**src/hdl/ip_access_control_table_defines.svh**
```systemverilog
// ----------------------------------------------------------------------------
// IP access control table: assertion macros
// Shared assertion macros for the access control table RTL.
// ----------------------------------------------------------------------------
`ifndef IP_ACCESS_CONTROL_TABLE_DEFINES_SVH
`define IP_ACCESS_CONTROL_TABLE_DEFINES_SVH

`ifndef SYNTHESIS
// Checked on every clock edge outside reset.
`define ACL_ASSERT(label, prop, msg) \
	label: assert property (@(posedge clk) disable iff (!arst_n) prop) else $error(msg);
// Checked on every clock edge, reset included.
`define ACL_ASSERT_RST(label, prop, msg) \
	label: assert property (@(posedge clk) prop) else $error(msg);
`else
`define ACL_ASSERT(label, prop, msg)
`define ACL_ASSERT_RST(label, prop, msg)
`endif

`endif

```
**src/hdl/acl_pkg.sv**
```systemverilog
// ----------------------------------------------------------------------------
// Access control table package
// Sizes, operation and status codes, and the types shared by the cell row.
// ----------------------------------------------------------------------------
`default_nettype none

package acl_pkg;

	localparam int MAX_RULES   = 64;
	localparam int IDX_W       = $clog2(MAX_RULES);
	localparam int CNT_W       = $clog2(MAX_RULES + 1);
	localparam int ADDR_W      = 32;
	localparam int OP_W        = 2;
	localparam int STATUS_W    = 3;
	localparam int POS_W       = 6;
	localparam int COUNT_OUT_W = 7;

	localparam logic [OP_W-1:0] OP_INSERT = 2'd0;
	localparam logic [OP_W-1:0] OP_REMOVE = 2'd1;
	localparam logic [OP_W-1:0] OP_LOOKUP = 2'd2;

	localparam logic [STATUS_W-1:0] ST_DONE      = 3'd0;
	localparam logic [STATUS_W-1:0] ST_DUP_SAME  = 3'd1;
	localparam logic [STATUS_W-1:0] ST_DUP_OTHER = 3'd2;
	localparam logic [STATUS_W-1:0] ST_INVALID   = 3'd3;
	localparam logic [STATUS_W-1:0] ST_FULL      = 3'd4;
	localparam logic [STATUS_W-1:0] ST_NOT_FOUND = 3'd5;

	typedef struct packed {
		logic [OP_W-1:0]   op;
		logic [ADDR_W-1:0] mask;
		logic [ADDR_W-1:0] addr;
		logic              allow;
		logic [ADDR_W-1:0] query;
	} cmd_t;

	typedef struct packed {
		logic [ADDR_W-1:0] mask;
		logic [ADDR_W-1:0] addr;
		logic              allow;
	} rule_t;

	typedef struct packed {
		logic gt;
		logic eq;
		logic same;
		logic hit;
		logic hit_allow;
	} flags_t;

	typedef struct packed {
		logic ins;
		logic rem;
	} upd_t;

endpackage

`default_nettype wire

```
**src/hdl/acl_cell.sv**
```systemverilog
// ----------------------------------------------------------------------------
// Access control table cell
// Holds one rule, compares it against the current transaction and shifts
// rules to or from its neighbours on an insert or a remove.
// ----------------------------------------------------------------------------
`default_nettype none

module acl_cell (
	input  logic            clk,
	input  acl_pkg::cmd_t   cmd,
	input  logic            valid,
	input  acl_pkg::upd_t   upd,
	input  logic            prev_gt,
	input  acl_pkg::rule_t  prev_rule,
	input  acl_pkg::rule_t  next_rule,
	output acl_pkg::rule_t  rule,
	output acl_pkg::flags_t flags
);
	import acl_pkg::*;

	rule_t  rule_q;
	flags_t flags_d;
	flags_t flags_s1;

	always_comb begin
		flags_d.gt = valid && ((rule_q.mask > cmd.mask) ||
			((rule_q.mask == cmd.mask) && (rule_q.addr > cmd.addr)));
		flags_d.eq = valid && (rule_q.mask == cmd.mask) && (rule_q.addr == cmd.addr);
		flags_d.same = flags_d.eq && (rule_q.allow == cmd.allow);
		flags_d.hit = valid && ((cmd.query & rule_q.mask) == rule_q.addr);
		flags_d.hit_allow = flags_d.hit && rule_q.allow;
	end

	always_ff @(posedge clk) begin
		flags_s1 <= flags_d;
		if (upd.ins) begin
			if (!prev_gt) begin
				rule_q <= prev_rule;
			end else if (!flags_s1.gt) begin
				rule_q <= '{mask: cmd.mask, addr: cmd.addr, allow: cmd.allow};
			end
		end else if (upd.rem && !flags_s1.gt) begin
			rule_q <= next_rule;
		end
	end

	assign rule  = rule_q;
	assign flags = flags_s1;

endmodule

`default_nettype wire
```
**config.mk**
```make
export PLATFORM = sky130hd
export DESIGN_NAME = acl_cell
export DESIGN_NICKNAME = d
export VERILOG_FILES = /design/src/hdl/ip_access_control_table_defines.svh /design/src/hdl/acl_pkg.sv /design/src/hdl/acl_cell.sv
export SDC_FILE = /design/constraint.sdc
export NUM_CORES = 1
export LEC_CHECK = 0
export BUFFER_PORTS_ARGS = -buffer_cell sky130_fd_sc_hd__buf_4
export CAP_MARGIN = 20
export CORE_UTILIZATION = 30
export DETAILED_ROUTE_END_ITERATION = 16
export GPL_ROUTABILITY_DRIVEN = 1
export GPL_TIMING_DRIVEN = 0
export SETUP_SLACK_MARGIN = 0.15
export SLEW_MARGIN = 15
export SYNTH_ARGS = -nofsm -noshare
export SYNTH_HDL_FRONTEND = slang
export SYNTH_SLANG_ARGS = --single-unit
export TNS_END_PERCENT = 100
```
**constraint.sdc**
```tcl
create_clock -name clk -period 14.8 [get_ports clk]
set_clock_uncertainty 0.05 [all_clocks]
set_input_delay 1.48 -clock clk [delete_from_list [all_inputs] [get_ports clk]]
set_output_delay 1.48 -clock clk [all_outputs]
set_load 0.02 [all_outputs]
```
==> results.tsv <==
metric	value	unit
status	complete, no violations	
Arrival @ worst endpoint	3.44	ns
clock period minus worst slack	3.27	ns
gpl congestion	0.808	
CTS tree	built	
quantity of gates resized following cts	0	
layout cells sized above 1	35.4	%
pwr/cell area	89.6	nW/um^2
startpoint types	input port	
max-cap check violation count	0	
hold buffers post-CTS	0	
nets	1219	
Post-Syn Nets	906	
crit end category	register	
largest net degree at the start of global routing	23	
FMAX	306	MHz
#FFs+latches synth	70	
Ports	304	
type of the worst setup path	in -> reg	
pre-CTS WS	11.16	ns
ant diodes	0	
DRC violations left	0	
Vias	5521	
Max Root-Sink Buffers	2	
first-pass GRT wire length	30500	um
TritonRoute pass-1 iters	4	
Worst slew margin	34.6	%
final cycle utilization of the critical path	22.1	%
row count	49	
final setup violation count	0	
worst min path class	reg -> reg	
Die Ht	138	um
Hold Fails Final Rpt	0	
Port Buffers	299	
Avg Cell Area, Syn	9.09	sq um
Synth Instances	608	
CORE AREA	18000	sq um
Initial Util	30.7	%
Final Cell Area	8460	sq um
final wirelength	21600	um
grt ovf	0	
TritonCTS Buffers	9	
DR vias/cell	4.78	
Cell variety after synth	35	
final-report max-slew violation count	0	
Clock Latency Late Sink	0.35	ns
Pwr Total	758	uW
Syn. warnings	0	
Hold Path Depth	1	
Post-DP Area	8150	sq um
P_leak	4.14	nW
Clk Tree Root Cell	clkbuf_16	
Post-DP HPWL	18100	um
Filler cells	1831	
final antenna-violating net count	0	
Synth Cell Area	5530	sq um
setup TNS	0	ns
Peak VDD IR	0.0886	mV
Max FO, Critical Path	3	
CTS clk-pin slew, worst paths	0.06	ns
vias in the first global route	5252	
Die Area	19000	sq um
all-layer global routing usage	22.4	%
Req. time, crit path	14.97	ns
RSZ-0062 raised after global routing	no	
flop-to-flop setup slack	12.31	ns
final non-filler cell total	1155	
Area growth syn-to-layout	53.0	%
Placed Instances	1139	
R2R cell count	7	
final worst slack	11.53	ns
post-DR wirelength/cell	18.7	um
Die Width	138	um
initial antenna violation count	0	
Worst-Margin Slew	0.981	ns
H-tree depth	3	
sequential area share after synthesis	37.1	%
Sinks on Clock Net	70	
Setup Buffers After CTS	0	
initial DRC count	178	
[flip-flops by register name, indices dropped and copies added (netlist names)]
register and flops:
flags 5, rule 65
[worst paths after layout]
kind,startpoint,endpoint
max,cmd[76],flags[4]$_DFF_P_
min,rule[0]$_DFFE_PP_,flags[0]$_DFF_P_
max reg2reg,rule[42]$_DFFE_PP_,flags[4]$_DFF_P_
min reg2reg,rule[0]$_DFFE_PP_,flags[0]$_DFF_P_
[per-stage QoR]
step                      util [%]  hold WS [ns]
after floorplan                  -         0.595
after global placement        44.7         0.557
after detailed placement      45.2         0.563
after CTS                     46.9         0.584
after global routing          46.9         0.618
final                         46.9         0.578
[power by group]
group	total, mW	leakage, nW	switching [mW]	internal (mW)
registers	0.271	0.677	0.0254	0.246
clock network	0.236	0.149	0.0894	0.146
logic	0.251	3.32	0.128	0.123
total	0.758	4.14	0.243	0.515
[final cells by class]
class / instances / area, sq um / area share (%)
Tap cell: 229 / 287 / 3.39
Timing Repair Buffer: 302 / 2320 / 27.4
Inverter: 68 / 255 / 3.02
Sequential cell: 70 / 2050 / 24.3
Multi-Input combinational cell: 447 / 3140 / 37.1
Buffer: 23 / 95.1 / 1.12
Clock inverter: 7 / 88.8 / 1.05
Clock buffer: 9 / 225 / 2.66
[critical path, cell delays in order]
cell and delay (ns):
buf_4 0.09, inv_1 0.04, ha_1 0.32, a21oi_1 0.14, o21ai_0 0.11, a2111oi_1 0.62, o21ai_1 0.12, a2111oi_1 0.46
a31oi_1 0.07
[logic make-up after synthesis]
logic type      synth area share, %
simple gates                   13.0
compound gates                 12.4
buf+inv                        6.34
flops                          37.1
mux                            11.8
fa+ha+maj                      14.5
xor+xnor                       4.91
[metal layers]
layer / share of wire (%) / up-vias / GRT usage, %
li1: - / 2775 / -
met1: 44 / 2566 / 28.3
met2: 49 / 164 / 38.9
met3: 5.9 / 16 / 4.67
met4: 1.1 / 0 / 4.83
met5: 0 / - / 0
[placed cells by master, fill, tap and decap left out, types with 2 or more instances in the layout]
cell / synthesis / layout
a2111oi_1: 2 / 2
edfxtp_1: 65 / 65
clkbuf_16: 0 / 9
a21o_1: 6 / 6
o21a_1: 2 / 2
buf_2: 7 / 7
inv_1: 68 / 68
xor2_1: 2 / 2
nor4_1: 9 / 9
o211ai_1: 2 / 2
dfxtp_1: 5 / 5
nand4_1: 17 / 17
clkbuf_1: 15 / 15
a211oi_1: 2 / 2
bufinv_16: 0 / 2
nand2_1: 46 / 46
a21oi_4: 1 / 2
nor3_1: 7 / 7
mux2i_1: 65 / 65
ha_1: 64 / 64
nor2b_1: 2 / 2
clkinvlp_4: 0 / 2
buf_16: 0 / 2
nor2_1: 72 / 72
xnor2_1: 29 / 29
nand3_1: 7 / 7
buf_4: 0 / 299
clkinv_2: 0 / 2
o21ai_0: 8 / 8
a21oi_1: 94 / 93
[cell usage after synthesis, drive strengths merged]
cell,instances,area [sq um]
nand4,17,106
clkbuf,15,56.3
nand2b,1,6.26
nor3,7,35.0
nor2b,2,12.5
xnor2,29,254
o21a,2,15.0
a22oi,1,7.51
a211oi,3,27.5
xor2,2,17.5
inv,68,255
o211ai,2,15.0
o21ai,9,45.0
nand2,46,173
o22ai,1,6.26
a21o,6,45.0
or2,1,6.26
mux2i,65,651
and2,1,6.26
edfxtp,65,1950
ha,64,801
nor4,10,68.8
a31oi,1,6.26
a31o,1,8.76
a2111oi,2,20.0
buf,8,38.8
a21oi,95,487
nand3,7,35.0
dfxtp,5,100
nor2,72,270
No activity file was read; power rests on OpenSTA's default activity.
